[src/hw/rtl/tbs_pkg.sv]
// ----------------------------------------------------------------------------
// tbs_pkg: shared types and constants of the Tanimoto similarity block
// Holds the fixed-point constants of the ratio and the command and status
// structs that join the controller to the datapath.
// ----------------------------------------------------------------------------
package tbs_pkg;

    // Fixed input word width carried on the stream bus.
    localparam int IN_W   = 32;
    // Number of fraction bits of the Q1.16 ratio.
    localparam int FRAC_W = 16;
    // Width of the ratio field; also the number of divider steps.
    localparam int Q_W    = 17;
    // Width of a count field on the result bus.
    localparam int OUT_CNT_W = 11;
    // Width of the divider step counter.
    localparam int STEP_W = 5;
    // Width of one word's popcount.
    localparam int POP_W  = 6;

    typedef struct packed {
        logic acc_en;    // add the current word pair into the running counts
        logic capture;   // last word: freeze the final counts, clear the counters
        logic prep;      // form the total and load the divider
        logic div_step;  // one restoring division step
        logic load_out;  // move the finished result into the output register
    } tbs_cmd_t;

    typedef struct packed {
        logic out_valid; // the output register holds an item not yet taken
    } tbs_status_t;

endpackage

[src/hw/rtl/tbs_ctrl.sv]
// ----------------------------------------------------------------------------
// tbs_ctrl: sequencer of the Tanimoto similarity block
// Accepts word pairs, then steps the divider once per quotient bit and
// hands the result to the output register.
// ----------------------------------------------------------------------------
module tbs_ctrl (
    input  logic                 aclk,
    input  logic                 aresetn,
    input  logic                 s_valid,
    input  logic                 s_last,
    input  logic                 m_ready,
    input  tbs_pkg::tbs_status_t status,
    output logic                 s_ready,
    output tbs_pkg::tbs_cmd_t    cmd
);

    localparam logic [1:0] ST_ACC  = 2'd0;
    localparam logic [1:0] ST_PREP = 2'd1;
    localparam logic [1:0] ST_DIV  = 2'd2;
    localparam logic [1:0] ST_DONE = 2'd3;

    localparam logic [tbs_pkg::STEP_W-1:0] LAST_STEP = tbs_pkg::STEP_W'(tbs_pkg::Q_W - 1);

    logic [1:0]                state_reg, state_next;
    logic [tbs_pkg::STEP_W-1:0] step_reg, step_next;

    always_comb begin
        state_next = state_reg;
        step_next  = step_reg;
        s_ready    = 1'b0;
        cmd        = '0;
        case (state_reg)
            ST_ACC: begin
                s_ready    = 1'b1;
                cmd.acc_en = s_valid;
                if (s_valid && s_last) begin
                    cmd.capture = 1'b1;
                    state_next  = ST_PREP;
                end
            end
            ST_PREP: begin
                cmd.prep   = 1'b1;
                step_next  = '0;
                state_next = ST_DIV;
            end
            ST_DIV: begin
                cmd.div_step = 1'b1;
                step_next    = step_reg + 1'b1;
                if (step_reg == LAST_STEP) begin
                    state_next = ST_DONE;
                end
            end
            ST_DONE: begin
                if (!status.out_valid || m_ready) begin
                    cmd.load_out = 1'b1;
                    state_next   = ST_ACC;
                end
            end
            default: begin
                state_next = ST_ACC;
            end
        endcase
    end

    always_ff @(posedge aclk) begin
        if (!aresetn) begin
            state_reg <= ST_ACC;
            step_reg  <= '0;
        end else begin
            state_reg <= state_next;
            step_reg  <= step_next;
        end
    end

endmodule

[src/hw/rtl/tbs_dp.sv]
// ----------------------------------------------------------------------------
// tbs_dp: datapath of the Tanimoto similarity block
// Popcounts and saturating counters, final count snapshot, a bit-serial
// restoring divider and the output register.
// ----------------------------------------------------------------------------
module tbs_dp #(
    parameter int MAX_BITS  = 1024,
    parameter int WORD_BITS = 32
) (
    input  logic                                   aclk,
    input  logic                                   aresetn,
    input  tbs_pkg::tbs_cmd_t                      cmd,
    input  logic [tbs_pkg::IN_W-1:0]               word_a,
    input  logic [tbs_pkg::IN_W-1:0]               word_b,
    input  logic                                   m_ready,
    output tbs_pkg::tbs_status_t                   status,
    output logic                                   m_valid,
    output logic [tbs_pkg::Q_W-1:0]                similarity,
    output logic [tbs_pkg::OUT_CNT_W-1:0]          bits_both,
    output logic [tbs_pkg::OUT_CNT_W-1:0]          bits_only_a,
    output logic [tbs_pkg::OUT_CNT_W-1:0]          bits_only_b,
    output logic                                   all_zero,
    output logic                                   overflowed
);

    localparam int CNT_W = $clog2(MAX_BITS + 1);
    localparam int SUM_W = CNT_W + 1;
    localparam int TOT_W = CNT_W + 2;
    localparam int NUM_W = CNT_W + tbs_pkg::Q_W;
    localparam int Q_W   = tbs_pkg::Q_W;
    localparam int OC_W  = tbs_pkg::OUT_CNT_W;
    localparam logic [SUM_W-1:0] SAT_LIM = SUM_W'(MAX_BITS);
    localparam logic [Q_W-1:0]   Q_ONE   = Q_W'(1) << tbs_pkg::FRAC_W;

    // Only the low WORD_BITS bits of a word take part.
    logic [tbs_pkg::IN_W-1:0] mask;
    always_comb begin
        for (int i = 0; i < tbs_pkg::IN_W; i++) begin
            mask[i] = (i < WORD_BITS);
        end
    end

    logic [tbs_pkg::IN_W-1:0] a_m, b_m, both_w, only_a_w, only_b_w;
    assign a_m      = word_a & mask;
    assign b_m      = word_b & mask;
    assign both_w   = a_m & b_m;
    assign only_a_w = a_m & ~both_w;
    assign only_b_w = b_m & ~both_w;

    logic [tbs_pkg::POP_W-1:0] pop_both, pop_a, pop_b;
    always_comb begin
        pop_both = '0;
        pop_a    = '0;
        pop_b    = '0;
        for (int i = 0; i < tbs_pkg::IN_W; i++) begin
            pop_both = pop_both + tbs_pkg::POP_W'(both_w[i]);
            pop_a    = pop_a    + tbs_pkg::POP_W'(only_a_w[i]);
            pop_b    = pop_b    + tbs_pkg::POP_W'(only_b_w[i]);
        end
    end

    // Running counts and saturation flag.
    logic [CNT_W-1:0] cnt_both_reg, cnt_a_reg, cnt_b_reg;
    logic [CNT_W-1:0] cnt_both_next, cnt_a_next, cnt_b_next;
    logic             sat_reg, sat_next;
    logic [SUM_W-1:0] sum_both, sum_a, sum_b;
    logic             ov_both, ov_a, ov_b;

    assign sum_both = {1'b0, cnt_both_reg} + SUM_W'(pop_both);
    assign sum_a    = {1'b0, cnt_a_reg}    + SUM_W'(pop_a);
    assign sum_b    = {1'b0, cnt_b_reg}    + SUM_W'(pop_b);
    assign ov_both  = sum_both > SAT_LIM;
    assign ov_a     = sum_a    > SAT_LIM;
    assign ov_b     = sum_b    > SAT_LIM;
    assign cnt_both_next = ov_both ? CNT_W'(MAX_BITS) : sum_both[CNT_W-1:0];
    assign cnt_a_next    = ov_a    ? CNT_W'(MAX_BITS) : sum_a[CNT_W-1:0];
    assign cnt_b_next    = ov_b    ? CNT_W'(MAX_BITS) : sum_b[CNT_W-1:0];
    assign sat_next      = sat_reg | ov_both | ov_a | ov_b;

    always_ff @(posedge aclk) begin
        if (!aresetn) begin
            cnt_both_reg <= '0;
            cnt_a_reg    <= '0;
            cnt_b_reg    <= '0;
            sat_reg      <= 1'b0;
        end else if (cmd.acc_en) begin
            if (cmd.capture) begin
                cnt_both_reg <= '0;
                cnt_a_reg    <= '0;
                cnt_b_reg    <= '0;
                sat_reg      <= 1'b0;
            end else begin
                cnt_both_reg <= cnt_both_next;
                cnt_a_reg    <= cnt_a_next;
                cnt_b_reg    <= cnt_b_next;
                sat_reg      <= sat_next;
            end
        end
    end

    // Final counts of one fingerprint.
    logic [CNT_W-1:0] fin_both_reg, fin_a_reg, fin_b_reg;
    logic             fin_sat_reg;

    always_ff @(posedge aclk) begin
        if (cmd.acc_en && cmd.capture) begin
            fin_both_reg <= cnt_both_next;
            fin_a_reg    <= cnt_a_next;
            fin_b_reg    <= cnt_b_next;
            fin_sat_reg  <= sat_next;
        end
    end

    // Rounded numerator and divider setup.
    logic [TOT_W-1:0] total;
    logic [NUM_W-1:0] numer;
    assign total = TOT_W'(fin_both_reg) + TOT_W'(fin_a_reg) + TOT_W'(fin_b_reg);
    assign numer = (NUM_W'(fin_both_reg) << tbs_pkg::FRAC_W) + NUM_W'(total >> 1);

    // The quotient fits in Q_W bits, so the numerator bits above them are
    // already below the divisor and seed the remainder directly.
    logic [TOT_W-1:0] tot_reg, rem_reg;
    logic [Q_W-1:0]   nbits_reg, quo_reg;
    logic [TOT_W:0]   trial;
    logic             q_bit;

    assign trial = {rem_reg, nbits_reg[Q_W-1]};
    assign q_bit = trial >= {1'b0, tot_reg};

    always_ff @(posedge aclk) begin
        if (cmd.prep) begin
            tot_reg   <= total;
            rem_reg   <= TOT_W'(numer[NUM_W-1:Q_W]);
            nbits_reg <= numer[Q_W-1:0];
            quo_reg   <= '0;
        end else if (cmd.div_step) begin
            rem_reg   <= q_bit ? TOT_W'(trial - {1'b0, tot_reg}) : trial[TOT_W-1:0];
            nbits_reg <= {nbits_reg[Q_W-2:0], 1'b0};
            quo_reg   <= {quo_reg[Q_W-2:0], q_bit};
        end
    end

    // Result formatting and output register.
    logic             zero_tot;
    logic [Q_W-1:0]   sim_val;
    logic [CNT_W+OC_W-1:0] both_ext, a_ext, b_ext;

    assign zero_tot = (tot_reg == '0);
    assign sim_val  = zero_tot ? '0 : ((quo_reg > Q_ONE) ? Q_ONE : quo_reg);
    assign both_ext = {{OC_W{1'b0}}, fin_both_reg};
    assign a_ext    = {{OC_W{1'b0}}, fin_a_reg};
    assign b_ext    = {{OC_W{1'b0}}, fin_b_reg};

    logic m_valid_reg;

    always_ff @(posedge aclk) begin
        if (!aresetn) begin
            m_valid_reg <= 1'b0;
        end else if (cmd.load_out) begin
            m_valid_reg <= 1'b1;
        end else if (m_ready) begin
            m_valid_reg <= 1'b0;
        end
    end

    always_ff @(posedge aclk) begin
        if (cmd.load_out) begin
            similarity  <= sim_val;
            bits_both   <= both_ext[OC_W-1:0];
            bits_only_a <= a_ext[OC_W-1:0];
            bits_only_b <= b_ext[OC_W-1:0];
            all_zero    <= zero_tot;
            overflowed  <= fin_sat_reg;
        end
    end

    assign m_valid          = m_valid_reg;
    assign status.out_valid = m_valid_reg;

endmodule

[src/hw/rtl/tanimoto_bit_similarity.sv]
// ----------------------------------------------------------------------------
// tanimoto_bit_similarity: Tanimoto coefficient of two bit fingerprints
// Streams word pairs of two fingerprints and reports their Tanimoto ratio
// in unsigned Q1.16 together with the three bit counts.
// ----------------------------------------------------------------------------
// Word pairs of fingerprints A and B enter on the slave stream, one per cycle
// while s_axis_tready is high, the final pair marked by s_axis_tlast. Only
// the low WORD_BITS bits of each 32-bit word count. Three saturating counters
// track bits set in both, only in A and only in B; a count that would pass
// MAX_BITS is clipped there and flagged as overflowed. After the last pair
// the block forms the rounded numerator both*65536 + total/2 and loads the
// bit-serial restoring divider, which produces one quotient bit a cycle, and
// then loads the output register. s_axis_tready stays low from a last word
// until that load. The result waits in its own register, so the next
// fingerprint streams in while a result is still unclaimed; the block only
// stalls at the end of that next fingerprint if the old result is still held.
// Fingerprints with no bit set report a ratio of zero with the all-zero flag.
module tanimoto_bit_similarity #(
    parameter int MAX_BITS  = 1024,
    parameter int WORD_BITS = 32
) (
    input  logic        aclk,
    input  logic        aresetn,
    // Slave stream: one word pair per item.
    input  logic        s_axis_tvalid,
    output logic        s_axis_tready,
    input  logic [63:0] s_axis_tdata,  // [31:0] word_a, [63:32] word_b
    input  logic        s_axis_tlast,  // last_word
    // Master stream: one result per fingerprint.
    output logic        m_axis_tvalid,
    input  logic        m_axis_tready,
    output logic [55:0] m_axis_tdata,  // [16:0] similarity, [27:17] bits_both,
                                       // [38:28] bits_only_a, [49:39] bits_only_b,
                                       // [55:50] zero fill
    output logic [1:0]  m_axis_tuser   // [0] all_zero, [1] overflowed
);

    tbs_pkg::tbs_cmd_t    cmd;
    tbs_pkg::tbs_status_t status;

    logic [tbs_pkg::Q_W-1:0]       similarity;
    logic [tbs_pkg::OUT_CNT_W-1:0] bits_both, bits_only_a, bits_only_b;
    logic                          all_zero, overflowed;

    // The sequencer decides when words are taken and when the divider runs.
    tbs_ctrl u_ctrl (
        .aclk    (aclk),
        .aresetn (aresetn),
        .s_valid (s_axis_tvalid),
        .s_last  (s_axis_tlast),
        .m_ready (m_axis_tready),
        .status  (status),
        .s_ready (s_axis_tready),
        .cmd     (cmd)
    );

    // Counters, divider and output register.
    tbs_dp #(
        .MAX_BITS  (MAX_BITS),
        .WORD_BITS (WORD_BITS)
    ) u_dp (
        .aclk        (aclk),
        .aresetn     (aresetn),
        .cmd         (cmd),
        .word_a      (s_axis_tdata[31:0]),
        .word_b      (s_axis_tdata[63:32]),
        .m_ready     (m_axis_tready),
        .status      (status),
        .m_valid     (m_axis_tvalid),
        .similarity  (similarity),
        .bits_both   (bits_both),
        .bits_only_a (bits_only_a),
        .bits_only_b (bits_only_b),
        .all_zero    (all_zero),
        .overflowed  (overflowed)
    );

    assign m_axis_tdata = {6'b0, bits_only_b, bits_only_a, bits_both, similarity};
    assign m_axis_tuser = {overflowed, all_zero};

endmodule

[config.mk]
export PLATFORM = sky130hd
export DESIGN_NAME = tanimoto_bit_similarity
export DESIGN_NICKNAME = d
export VERILOG_FILES = /design/src/hw/rtl/tbs_pkg.sv /design/src/hw/rtl/tbs_ctrl.sv /design/src/hw/rtl/tbs_dp.sv /design/src/hw/rtl/tanimoto_bit_similarity.sv
export SDC_FILE = /design/constraint.sdc
export NUM_CORES = 1
export LEC_CHECK = 0
export ABC_CLOCK_PERIOD_IN_PS = 8490
export BUFFER_PORTS_ARGS = -buffer_cell sky130_fd_sc_hd__buf_2
export CAP_MARGIN = 20
export CORE_ASPECT_RATIO = 0.9
export CORE_UTILIZATION = 60
export CTS_CLUSTER_DIAMETER = 80
export CTS_CLUSTER_SIZE = 24
export DETAILED_ROUTE_END_ITERATION = 7
export GPL_TIMING_DRIVEN = 0
export PLACE_DENSITY = 0.89
export SETUP_SLACK_MARGIN = 0.3
export SKIP_LAST_GASP = 1
export SYNTH_ARGS = -nofsm -noshare
export SYNTH_HDL_FRONTEND = slang
export SYNTH_HIERARCHICAL = 1
export SYNTH_SLANG_ARGS = --single-unit
[constraint.sdc]
create_clock -name aclk -period 8.49 [get_ports aclk]
set_input_delay 0.849 -clock aclk [delete_from_list [all_inputs] [get_ports aclk]]
set_output_delay 0.849 -clock aclk [all_outputs]
set_load 0.005 [all_outputs]
==> results.txt, run 1 <==
The run finished, with violations left. The final reports fail on DRC. The HPWL after detailed placement is 20.0 mm. Counting distinct cell types in the post-synthesis netlist gives 72.

The layout overhead on the synthesized area came out at 12.8%. The net count of the finished layout is 1473. The cell sitting at the root of the clock tree is a sky130_fd_sc_hd__clkbuf_16. The CTS tree is built.

For this run, the leading register cell type out of synthesis is sky130_fd_sc_hd__edfxtp_1. The area of the core is 19900 um^2. The worst hold path belongs to the class flop to flop.

The category of the worst setup path launch point is an input pin. The power per cell area came out at 427 nW/um^2. For this design, the slowest cell found on the critical path is sky130_fd_sc_hd__fa_1.

The maximum clock frequency came out at 0.139 GHz. The static leakage came out at 5.95 nW. The final routed wirelength across all metal layers came out at 25.8 mm. The H-tree was split into 4 levels. The number of inserted filler cells in the final layout is 1353. The number of max-slew violations in the final report came out at 0. In the layout the commonest cells are sky130_fd_sc_hd__inv_1, sky130_fd_sc_hd__edfxtp_1, sky130_fd_sc_hd__buf_2, sky130_fd_sc_hd__fa_1, sky130_fd_sc_hd__nor2_1. The clock-pin slew on the worst setup and hold paths is 0.07 ns. The period utilization came out at 0.850. The first detailed-routing pass ran for 8 iterations. The total vias in the final route is 8496. In the post-synthesis netlist, the biggest area contributors are sky130_fd_sc_hd__edfxtp_1, sky130_fd_sc_hd__fa_1, sky130_fd_sc_hd__dfxtp_1. The number of remaining DRC errors is 7. The sum of internal, switching and leakage power came out at 5.86 mW. For the worst setup path, the data required time is 8.66 ns.

The final count of hold timing violations came out at 0. For this run, the register share of the synthesized area comes to 0.413. The number of sinks handled by clock tree synthesis came out at 188. The height of the chip came out at 137 um. The wire length per cell after detailed routing is 17.1 um. The DRC marker count from the first detailed-route iteration is 876. For the worst setup path, the data arrival time is 7.39 ns. The most numerous cell type found on the critical path is sky130_fd_sc_hd__fa_1. The time the worst path needs with I/O delays and setup is 7.21 ns. Buffers placed on the I/O ports in this run total 122. Buffers added to address setup during post-CTS repair amount to 0. The number of buffers on the longest clock path is 2. The final-layout setup total negative slack is 0 ns.

The final setup violation count came out at 0. The share of layout cells above drive strength 1 came out at 0.168. The count of synthesis-stage warnings from yosys came out at 6. The die outline area is 20900 um^2. The total of cells resized after clock tree synthesis is 0.

The worst-case headroom to the max-slew limit is 0.482. The tool flagged a number of max-cap violations equal to 0. For this run, the share of the core covered by cells in the final layout is 0.690. The largest total area in the synthesized netlist belongs to sky130_fd_sc_hd__edfxtp_1. The number of nets with antenna violations after routing is 0. The synthesized design contains 188 register bits.

The worst path buffer plus inverter count came out at 4. The share of flip-flops with an asynchronous set or reset came out at 0. The global router's overall resource usage came out at 0.257. After synthesis the cells add up to 12200 um^2. After synthesis, the mean cell area works out to 11.2 um^2. Routability-driven placement finished with a final weighted congestion of 0.885. The worst-margin pin slew came out at 0.768 ns. The initial antenna violation count is 0. The instance count of the mapped netlist is 1090.

The initial utilization of the core area, before any placement, comes to 0.611. In this run the worst path has a maximum fanout of 8. The repair_antennas step left the layout with diodes totalling 0.

The global-route wire length before repair is 41.5 mm. The sum of overflow across all layers after global routing is 0. The largest incremental delay on the critical path came out at 0.54 ns.

The worst-case hold slack came out at 0.426 ns. STA classifies the critical path endpoint as a flop. Of the post-synthesis cell area, the dominant cell type holds 0.313. The number of enable flip-flop cells after synthesis is 127. Hold repair after CTS inserted 0 buffers. The total clock buffers created by CTS is 17.

Setup repair after global routing left no endpoint under its margin. The maximum number of pins on one net before global-route repair is 37. Walking the worst path, the cells encountered are buf_2 > nand2b_1 > fa_1 > inv_1 > fa_1 > inv_1 > fa_1 > fa_1 > fa_1 > inv_1 > fa_1 > fa_1 > fa_1 > a211oi_1 > o21ai_0 > nand2_1 > xor2_1 > nand4_1 > o31a_1 > or4_1.

The number of top-level design ports is 129. The vias per cell is 5.64. The floorplan has 49 rows. The maximum vdd drop is 0.000254 V. Grouping stages by cell kind, the critical path spends the most delay in adder cells. The chip width is 152 um. The critical path is of the input pin to flop type. The library cell used most frequently in the layout, excluding fill and tap cells, is sky130_fd_sc_hd__inv_1. The clock skew came out at 0.00980 ns. The number of global-route vias before repair came to 8398. The clock insertion delay at the later pin of the skew report came out at 0.44 ns.
==> cell usage after synthesis, drive strengths merged, types with 3 or more instances <==
master	number
nor2	77
a21oi	28
nand4	11
nor2b	51
nor3	12
nand2	56
o2111ai	4
a31o	4
nand3	11
a22o	11
edfxtp	127
o32ai	4
o21bai	5
or4	3
ha	75
inv	130
nand4b	3
a21o	4
mux2i	26
nor4	10
o41ai	3
buf	16
xnor2	22
and2	38
clkbuf	17
or3	3
dfxtp	61
xor2	18
nand2b	50
fa	91
o21ai	27
mux2	27
a211oi	6
o21a	10
a22oi	5
or2	6
==> worst paths after layout <==
| kind | startpoint | endpoint | slack (ns) | cells past startpoint |
|---|---|---|---|---|
| setup / recovery | s_axis_tdata[43] | u_dp/fin_sat_reg | 1.28 | 20 |
| hold / removal | u_dp/fin_sat_reg | u_dp/overflowed | 0.43 | 0 |
| hold reg to reg | u_dp/fin_sat_reg | u_dp/overflowed | 0.43 | 0 |
| setup reg to reg | u_dp/cnt_b_reg[0] | u_dp/fin_sat_reg | 2.11 | 17 |
==> cells by family (layout without fill, tap and decap cells) <==
kind of cell    after synthesis  after routing  share of synthesized area
buf+inv                     164            320                     0.0541
compound gates              139            139                     0.0833
other cells                   1              6                   0.000308
mux                          53             53                     0.0472
flops                       188            188                      0.413
xor+xnor                     40             40                     0.0288
fa+ha+maj                   166            166                      0.227
simple gates                339            339                      0.146
==> area by class of cell <==
cell class	instances	area (um^2)	share of cell area
inverter	131	492	0.0358
sequential	188	5030	0.366
multi-input combinational	743	6510	0.474
buffer	33	168	0.0122
clock inverter	15	145	0.0106
timing repair buffer	124	646	0.0470
tap	255	319	0.0232
clock buffer	17	425	0.0310
==> metrics by stage <==
stage	area (um^2)	cells	setup slack, ns
2_1_floorplan	12200	1095	1.58
3_3_place_gp	13100	1472	1.00
3_5_place_dp	13200	1474	0.945
4_1_cts	13700	1506	1.35
5_1_grt	13700	1506	1.07
6_report	13700	1506	1.28
==> metal layers <==
metal / GRT usage / vias up / wire, um
met3: 0.0399 / 58 / 1490
li1: - / 4009 / -
met4: 0.103 / 0 / 625
met2: 0.469 / 348 / 13300
met1: 0.308 / 4081 / 10400
met5: 0 / - / 0
==> report_power, final <==
group          internal (mW)  switching, mW
Combinational           1.51           2.08
Sequential              1.39          0.110
Clock                  0.391          0.376
Total                   3.29           2.57
Note: power is estimated with default switching activity, not from simulation.
==> run 2, diff against run 1 <==
--- a/config.mk
+++ b/config.mk
@@ -5,16 +5,17 @@
 export SDC_FILE = /design/constraint.sdc
 export NUM_CORES = 1
 export LEC_CHECK = 0
-export ABC_CLOCK_PERIOD_IN_PS = 8490
+export ABC_AREA = 1
+export ABC_CLOCK_PERIOD_IN_PS = 6000
 export BUFFER_PORTS_ARGS = -buffer_cell sky130_fd_sc_hd__buf_2
 export CAP_MARGIN = 20
 export CORE_ASPECT_RATIO = 0.9
-export CORE_UTILIZATION = 60
+export CORE_UTILIZATION = 54
 export CTS_CLUSTER_DIAMETER = 80
 export CTS_CLUSTER_SIZE = 24
 export DETAILED_ROUTE_END_ITERATION = 7
 export GPL_TIMING_DRIVEN = 0
-export PLACE_DENSITY = 0.89
+export PLACE_DENSITY = 0.85
 export SETUP_SLACK_MARGIN = 0.3
 export SKIP_LAST_GASP = 1
 export SYNTH_ARGS = -nofsm -noshare
==> constraint.sdc (replaced) <==
create_clock -name aclk -period 6 [get_ports aclk]
set_input_delay 0.6 -clock aclk [delete_from_list [all_inputs] [get_ports aclk]]
set_output_delay 0.6 -clock aclk [all_outputs]
set_load 0.005 [all_outputs]
==> run 2 against run 1 <==
The run now ends clean. Routed wire length is 8.7% higher. Count of clock-buffer cells in the layout rose by 2. Clock skew is 0.0022 ns higher. Sequential cell count is the same. Worst setup slack worse by 1.2 ns. Final cell count up 24%. Register-to-register slack got worse by 1.4 ns. Critical endpoint unchanged. Via count rose by 15%. First-iteration DRC count down 12%. Hold slack improved by 0.033 ns. Combinational power is 53% higher.
==> results.txt, run 2 <==
The run finished with clean final reports. The max-capacitance violation count was 0 (unchanged). The number of buffers on the longest clock path was 2 (unchanged). The most common cell after layout, fill and taps aside is sky130_fd_sc_hd__nand2_1. The number of nets with antenna violations after routing came out at 0 (unchanged). The die outline area came out at 23700 um^2 (+14%). The global router's overall resource usage came out at 0.234 (-0.0228). The most used flip-flop cell after synthesis is sky130_fd_sc_hd__edfxtp_1. The category of the worst setup path launch point is an input pin. The total clock buffers created by CTS came out at 17 (unchanged). The number of top-level design ports is 129 (unchanged). The count of placed standard cells in the final layout, fillers left out came out at 1870 (+24%). The wire length per cell after detailed routing came out at 15.0 um (-12%). The initial antenna violation count is 0 (unchanged). The top cell types in the final layout, fill and taps aside, are sky130_fd_sc_hd__nand2_1, sky130_fd_sc_hd__inv_1, sky130_fd_sc_hd__edfxtp_1, sky130_fd_sc_hd__buf_2, sky130_fd_sc_hd__nor2_1. The share of layout cells above drive strength 1 is 0.222 (+0.0540). The final setup violation count came out at 0 (unchanged).

The count of nets after finishing came out at 1795 (+22%). The number of buffers inserted by port buffering is 122 (unchanged). The worst-case headroom to the max-slew limit came out at 0.391 (-0.0912). In this run the critical register-to-register path is launched from u_dp/cnt_both_reg[0]. The number of global-route vias before repair was 9334 (+11%). The chip width is 162 um (+6.6%).

The time the worst path needs with I/O delays and setup is 5.89 ns. The data required time of the critical path is 6.15 ns (-2.51 ns). The number of sinks handled by clock tree synthesis is 188 (unchanged). The critical path is of the input pin to flop type.

The mean instance size in the synthesized netlist came out at 8.99 um^2 (-20%). The half-perimeter wire length after detailed placement came out at 21.1 mm (+5.4%). The worst-margin pin slew was 0.913 ns (+0.145 ns).

The number of enable flip-flop cells after synthesis came out at 127 (unchanged). The worst setup slack for register-to-register paths came out at 0.73 ns (-1.38 ns). The antenna diode count is 0 (unchanged). The final routed wirelength across all metal layers came out at 28.1 mm (+8.7%).

The root buffer cell chosen for the clock tree is sky130_fd_sc_hd__clkbuf_16. The hold path depth came out at 0 (unchanged). The vias per cell came to 5.23 (-7.2%). The period utilization is 0.982.

The level count of the clock H-tree came to 4 (unchanged). The post-synthesis register bit count is 188 (unchanged). The cts-stage hold buffer count was 0 (unchanged). The number of remaining DRC errors is 0 (-7). The post-synthesis cell area was 12500 um^2 (+2.5%). TritonCTS built the clock tree. The placed cell count is 1816 (+23%). The share of flip-flops with an asynchronous set or reset is 0 (unchanged). The count of synthesis-stage warnings from yosys is 6 (unchanged). Setup repair after global routing could not meet its margin everywhere. The post-synthesis cell type count is 43 (-40%).

The cell area after placement is 13600 um^2 (+3.4%). The final worst setup slack is 0.109 ns (-1.17 ns). The top cell type's share of synthesized area came out at 0.305 (-0.00759). The clock insertion delay at the later pin of the skew report was 0.43 ns (about the same).

The final count of hold timing violations is 0 (unchanged). The highest fanout seen on the critical path is 4 (-4). The most used standard cell by instance count after synthesis is sky130_fd_sc_hd__nand2_1.

The power per cell area came out at 591 nW/um^2 (+38%). The first-pass detailed-route iteration total came to 6 (-2). The area of the core is 22600 um^2 (+13%). Sorting the synthesized cells by area gives the leading types as sky130_fd_sc_hd__edfxtp_1, sky130_fd_sc_hd__fa_1, sky130_fd_sc_hd__nand2_1.

The static leakage was 6.95 nW (+17%). The clock-pin slew on the worst setup and hold paths is 0.07 ns (about the same). The placer's final routability congestion estimate is 0.897 (+1.3%). The endpoint identified for the worst register-to-register timing path is u_dp/cnt_both_reg[3].

The global-route wire length before repair is 43.6 mm (+5.2%). The endpoint of the worst hold-timing path is u_dp/bits_both[0]. The startpoint identified for the worst hold timing path is u_dp/fin_both_reg[0].

The number of max-slew violations in the final report came out at 0 (unchanged). The height of the chip is 146 um (+6.6%). The DRC marker count from the first detailed-route iteration came out at 773 (-12%). The initial core utilization came out at 0.553 (-0.0584). The path type of the worst min-delay path is flop to flop. The worst setup path is captured at a flop. The length in cells of the worst reg-to-reg path is 22 (+5). The clock skew is 0.0120 ns (+0.00217 ns). The arrival time at the worst endpoint came out at 6.04 ns (-1.35 ns).

The synthesized design spends more area on one cell type than any other, namely sky130_fd_sc_hd__edfxtp_1. The fraction of the yosys area taken by sequential cells is 0.403 (-0.0100). The pre-CTS setup slack came to -0.440 ns (-1.38 ns).

The maximum number of pins on one net before global-route repair is 38 (+2.7%). The total vias in the final route came out at 9789 (+15%). The maximum vdd drop came out at 0.000399 V (+57%). Counting instances in the post-synthesis netlist gives the leading cell types as sky130_fd_sc_hd__nand2_1, sky130_fd_sc_hd__inv_1, sky130_fd_sc_hd__edfxtp_1. The total number of placement rows is 52 (+6.1%). The sum of overflow across all layers after global routing came out at 0 (unchanged). The instance count of the mapped netlist came to 1389 (+27%). The maximum clock frequency came out at 0.170 GHz. The area growth from synthesis to layout is 18.0%. The summed area of non-filler cells in the final layout is 14700 um^2 (+7.2%).
-- run 2: changes by cell type after synthesis, sizes merged, moves of 14 or more --
cell,change
nand2,+298
inv,+134
a21oi,+51
nor2b,-51
nand2b,-50
nand3,+39
and2,-38
nor2,+33
mux2,-27
mux2i,-26
or2,+17
o22ai,+14
xnor2,-14
-- run 2: repair_timing --
item | CTS | global route
setup endpoints to repair | 36 | 57
pin swaps | 34 | 59
resized for setup | 35 | 79
gates cloned | 2 | 0
buffers inserted | 9 | 11
-- run 2: kinds of logic after synthesis --
kind of cell,Yosys count,share of synthesized area
flip-flops,188,0.403
XOR/XNOR,22,0.0154
other,1,0.000300
AO/OA/AOI/OAI,144,0.0664
buffers and inverters,299,0.0943
adder cells (fa/ha/maj),166,0.221
AND/OR/NAND/NOR,569,0.199
-- run 2: through the flow --
step	hold slack [ns]	total power, mW	TNS [ns]	util
after global routing	0.464	9.38	-0.348	0.652
final	0.458	8.70	0	0.652
after global placement	0.436	6.59	-44.29	0.599
after CTS	0.460	8.25	0	0.637
after floorplan	0.400	5.70	0	-
after detailed placement	0.440	6.79	-11.81	0.603
-- run 2: critical path, stage by stage --
cell	delay, ns
sky130_fd_sc_hd__buf_6	0.09
sky130_fd_sc_hd__or2_4	0.25
sky130_fd_sc_hd__fa_1	0.56
sky130_fd_sc_hd__inv_2	0.04
sky130_fd_sc_hd__fa_1	0.51
sky130_fd_sc_hd__inv_2	0.04
sky130_fd_sc_hd__fa_1	0.48
sky130_fd_sc_hd__fa_1	0.50
sky130_fd_sc_hd__fa_1	0.49
sky130_fd_sc_hd__inv_1	0.05
sky130_fd_sc_hd__fa_1	0.46
sky130_fd_sc_hd__fa_2	0.39
sky130_fd_sc_hd__fa_2	0.46
sky130_fd_sc_hd__nor2_4	0.11
sky130_fd_sc_hd__nor2_1	0.06
sky130_fd_sc_hd__nor2_1	0.08
sky130_fd_sc_hd__nand3_1	0.10
sky130_fd_sc_hd__nor2_2	0.12
sky130_fd_sc_hd__nand3_1	0.09
sky130_fd_sc_hd__nor2_1	0.10
sky130_fd_sc_hd__nand2_1	0.09
sky130_fd_sc_hd__nand2_4	0.13
sky130_fd_sc_hd__buf_6	0.13
sky130_fd_sc_hd__nand4_1	0.11
-- run 2: final cells by class --
type | instances | area [um^2]
plain buffers | 31 | 165
clock buffers | 19 | 433
clock inverters | 13 | 139
fillers | 1646 | 7850
inverters | 268 | 1040
multi-input cells | 907 | 6640
flip-flops and latches | 188 | 5030
well taps | 297 | 372
repair buffers | 145 | 897
repair inverters | 2 | 17.5
-- run 2: how the worst max path moves through the flow --
stage | startpoint | end | slack, ns | cells after the start
after global placement | m_axis_tready | u_dp/bits_only_a[0] | -0.69 | 3
after floorplan | s_axis_tdata[43] | u_dp/cnt_a_reg[3] | 0.18 | 25
after global routing | s_axis_tdata[13] | u_dp/cnt_a_reg[2] | -0.07 | 27
after CTS | s_axis_tdata[11] | u_dp/cnt_a_reg[3] | 0.19 | 27
after detailed placement | s_axis_tdata[33] | u_dp/cnt_a_reg[4] | -0.44 | 24
final | s_axis_tdata[43] | u_dp/fin_sat_reg | 0.11 | 24
-- run 2: report_power, final --
| part | leakage [nW] | internal, mW | switching [mW] |
|---|---|---|---|
| sequential | 1.68 | 1.92 | 0.154 |
| clock | 0.278 | 0.617 | 0.490 |
| combinational | 4.99 | 2.23 | 3.28 |
-- run 2: routing by layer --
layer	wire, um	track usage
met1	11300	0.289
met2	14500	0.413
met3	1680	0.0392
met4	628	0.0797
met5	0	0
==> run 3, diff against run 2 <==
--- a/config.mk
+++ b/config.mk
@@ -10,15 +10,14 @@
 export BUFFER_PORTS_ARGS = -buffer_cell sky130_fd_sc_hd__buf_2
 export CAP_MARGIN = 20
 export CORE_ASPECT_RATIO = 0.9
-export CORE_UTILIZATION = 54
+export CORE_UTILIZATION = 55
 export CTS_CLUSTER_DIAMETER = 80
 export CTS_CLUSTER_SIZE = 24
 export DETAILED_ROUTE_END_ITERATION = 7
 export GPL_TIMING_DRIVEN = 0
-export PLACE_DENSITY = 0.85
+export PLACE_DENSITY = 0.86
 export SETUP_SLACK_MARGIN = 0.3
 export SKIP_LAST_GASP = 1
 export SYNTH_ARGS = -nofsm -noshare
 export SYNTH_HDL_FRONTEND = slang
-export SYNTH_HIERARCHICAL = 1
 export SYNTH_SLANG_ARGS = --single-unit
==> run 3 against run 2 <==
The flow now finishes with violations (setup timing). Via count rose by 13%. Non-clock buffer count rose by 18. Sequential share of layout area fell by 1.8 points. Critical path depth rose by 7. Highest routed layer is now met5. Design area rose by 5.6%. Routed wire length rose by 19%. Register-to-register slack improved by 1.4 ns.
==> results.txt, run 3 <==
The fraction of the yosys area taken by sequential cells is 0.394 (-0.00885). The top cell type's share of synthesized area was 0.299 (-0.00671). The post-synthesis cell area was 12800 um^2 (+2.2%). The worst setup slack for register-to-register paths was 2.14 ns (+1.41 ns). Setup repair after global routing could not meet its margin everywhere. The sum of overflow across all layers after global routing is 0 (unchanged). The initial core utilization is 0.564 (+0.0108).

STA classifies the critical path endpoint as a flop. The wire length per cell after detailed routing is 16.7 um (+11%). The final routed wirelength across all metal layers came out at 33.3 mm (+19%).

The multi-input combinational cell area was 7180 um^2 (+8.2%). The total clock buffers created by CTS came out at 17 (unchanged). The number of max-slew violations in the final report is 0 (unchanged).

The chip width came out at 163 um (+0.19%). The share of layout cells above drive strength 1 came out at 0.235 (+0.0128). The endpoint identified for the worst register-to-register timing path is u_dp.nbits_reg[10]. The final setup violation count is 66 (+66). The number of enable flip-flop cells after synthesis came to 127 (unchanged). The clock insertion delay at the later pin of the skew report came out at 0.46 ns (+0.03 ns). The height of the chip came out at 147 um (+0.19%). The layout overhead on the synthesized area came out at 21.9%.

The launching element of the worst setup path is s_axis_tdata[0]. The worst-margin pin slew came to 0.938 ns (+0.0244 ns). After synthesis, the most frequently instantiated cells are sky130_fd_sc_hd__nand2_1, sky130_fd_sc_hd__inv_1, sky130_fd_sc_hd__edfxtp_1. The type of the worst setup path is input pin to flop.

The number of inserted filler cells in the final layout is 1570 (-4.6%). Yosys instantiated no cell more often than sky130_fd_sc_hd__nand2_1. The count of placed standard cells in the final layout, fillers left out is 1996 (+6.7%).

The number of buffers on the longest clock path came to 2 (unchanged). The most used flip-flop cell after synthesis is sky130_fd_sc_hd__edfxtp_1. In this run the critical register-to-register path is launched from u_dp.fin_both_reg[0]. The count of synthesis-stage warnings from yosys came out at 0 (-6). The placer's final routability congestion estimate came out at 0.930 (+3.6%). The final-layout setup total negative slack is -29.97 ns (-29.97 ns). The number of buffers inserted by port buffering came out at 122 (unchanged). The library cell used most frequently in the layout, excluding fill and tap cells, is sky130_fd_sc_hd__nand2_1.

The arrival time at the worst endpoint is 7.02 ns (+0.98 ns). The hold path depth is 0 (unchanged). The time the worst path needs with I/O delays and setup came to 6.73 ns (+0.837 ns).

The largest incremental delay on the critical path was 0.57 ns (about the same). In the layout the commonest cells are sky130_fd_sc_hd__nand2_1, sky130_fd_sc_hd__inv_1, sky130_fd_sc_hd__edfxtp_1, sky130_fd_sc_hd__buf_2, sky130_fd_sc_hd__nor2_1. The placed cell count came to 1920 (+5.7%). The largest individual stage delay along the critical path comes from the cell sky130_fd_sc_hd__fa_1. The half-perimeter wire length after detailed placement came to 23.1 mm (+9.5%). The number of global-route vias before repair is 10600 (+13%). The clock-pin slew on the worst setup and hold paths was 0.07 ns (about the same). The initial antenna violation count is 4 (+4).

The global-route wire length before repair came out at 50.1 mm (+15%). The total area of sequential cells came out at 5030 um^2 (unchanged). The number of remaining DRC errors came out at 0 (unchanged). The highest fanout seen on the critical path is 5 (+1). The first-pass detailed-route iteration total is 6 (unchanged). The number of top-level design ports was 129 (unchanged). Sorting the synthesized cells by area gives the leading types as sky130_fd_sc_hd__edfxtp_1, sky130_fd_sc_hd__fa_1, sky130_fd_sc_hd__nand2_1. In this design, the critical path's most frequently occurring cell is sky130_fd_sc_hd__fa_1. The final core utilization was 0.687 (+0.0347). TritonCTS built the clock tree. The DRC marker count from the first detailed-route iteration is 790 (+2.2%).

The post-synthesis register bit count is 188 (unchanged). The max-capacitance violation count was 0 (unchanged). The level count of the clock H-tree is 4 (unchanged). The die outline area is 23800 um^2 (+0.38%). The path class of the tightest hold or removal check is flop to flop. The number of nets with antenna violations after routing is 0 (unchanged). The data required time of the critical path is 6.29 ns (+0.14 ns). The final worst setup slack came out at -0.728 ns (-0.837 ns). The global router's overall resource usage came out at 0.268 (+0.0342). The number of sinks handled by clock tree synthesis is 188 (unchanged).

The instance count of the mapped netlist is 1494 (+7.6%). The period utilization came out at 1.12 (+0.139). The share of flip-flops with an asynchronous set or reset came out at 0 (unchanged). The post-synthesis cell type count came out at 46 (+7.0%). STA classifies the critical path startpoint as an input pin. The length in cells of the worst reg-to-reg path is 19 (-14%). The most critical setup path has its endpoint at u_dp.sat_reg. The vias per cell came out at 5.56 (+6.2%).

The maximum clock frequency was 0.149 GHz (-12%). The run finished, with violations left. The final count of hold timing violations came out at 0 (unchanged).

The worst-case headroom to the max-slew limit came out at 0.373 (-0.0177). Of all cell types, the one taking the most synthesized area is sky130_fd_sc_hd__edfxtp_1. The clock skew was 0.0229 ns (+0.0110 ns). The total vias in the final route was 11100 (+13%). The area of the core came to 22600 um^2 (+0.29%). The maximum number of pins on one net before global-route repair was 35 (-7.9%). The checks that failed: setup timing.

The mean instance size in the synthesized netlist came out at 8.54 um^2 (-4.9%). Clock tree synthesis selected as its root buffer the cell sky130_fd_sc_hd__clkbuf_16. The count of nets after finishing came to 1913 (+6.6%). The total number of placement rows came to 52 (unchanged).
## run 3: cell type report
| class | instances | share of cell area |
|---|---|---|
| multi-input cells | 988 | 0.461 |
| flip-flops and latches | 188 | 0.324 |
| inverters | 292 | 0.0737 |
| repair buffers | 163 | 0.0677 |
| clock buffers | 20 | 0.0308 |
| well taps | 297 | 0.0239 |
| plain buffers | 31 | 0.00973 |
| clock inverters | 12 | 0.00764 |
| repair inverters | 2 | 0.000965 |
| diodes | 3 | 0.000483 |
## run 3: worst min-delay path by stage
stage                                     end              start  slack [ns]
after floorplan               u_dp.overflowed   u_dp.fin_sat_reg        0.40
after global placement        u_dp.overflowed   u_dp.fin_sat_reg        0.44
after detailed placement      u_dp.overflowed   u_dp.fin_sat_reg        0.45
after CTS                 u_ctrl.state_reg[1]            aresetn        0.44
after global routing          u_dp.overflowed   u_dp.fin_sat_reg        0.46
final                     u_dp.bits_only_b[2]  u_dp.fin_b_reg[2]        0.47
## run 3: cell families (layout without fill, tap and decap cells)
| kind of cell | count (synthesis) | count (layout) | share of synthesized area |
|---|---|---|---|
| flops | 188 | 188 | 0.394 |
| fa+ha+maj | 161 | 161 | 0.204 |
| xor+xnor | 44 | 44 | 0.0302 |
| buf+inv | 323 | 520 | 0.0977 |
| other cells | 1 | 9 | 0.000294 |
| compound gates | 181 | 181 | 0.0778 |
| simple gates | 596 | 596 | 0.196 |
## run 3: through the flow
stage,instance area (um^2),setup WS (ns),hold slack [ns]
2_1_floorplan,13000,-0.323,0.400
4_1_cts,15200,-0.365,0.435
3_5_place_dp,14000,-1.16,0.446
5_1_grt,15500,-0.982,0.465
3_3_place_gp,14000,-0.905,0.443
6_report,15600,-0.728,0.466
## run 3: timing repair
action                     4_1_cts  5_1_grt
setup endpoints to repair       68       68
hold buffers                     0        0
cloned                           2        0
resized for setup              100       72
pin swaps                       39       37
setup buffers                   24       15
## run 3: layer usage
metal | share of wire | track usage | up-vias
li1 | - | - | 5125
met1 | 0.37 | 0.323 | 5143
met2 | 0.48 | 0.455 | 661
met3 | 0.092 | 0.0574 | 168
met4 | 0.054 | 0.130 | 4
met5 | 0.00084 | 0 | -
## run 3: worst max-delay path, delay by kind of cell
family / cells / cell delay [ns]
buffers and inverters: 8 / 0.79
xor gates and xnor gates: 1 / 0.20
adders and majority gates: 9 / 3.88
and+or+nand+nor: 11 / 1.27
AOI/OAI and AO/OA: 2 / 0.29
Power of run 3 is left out: the tool's default activity adds up to more than one toggle a clock period on the data nets, which glitch-free logic cannot reach.
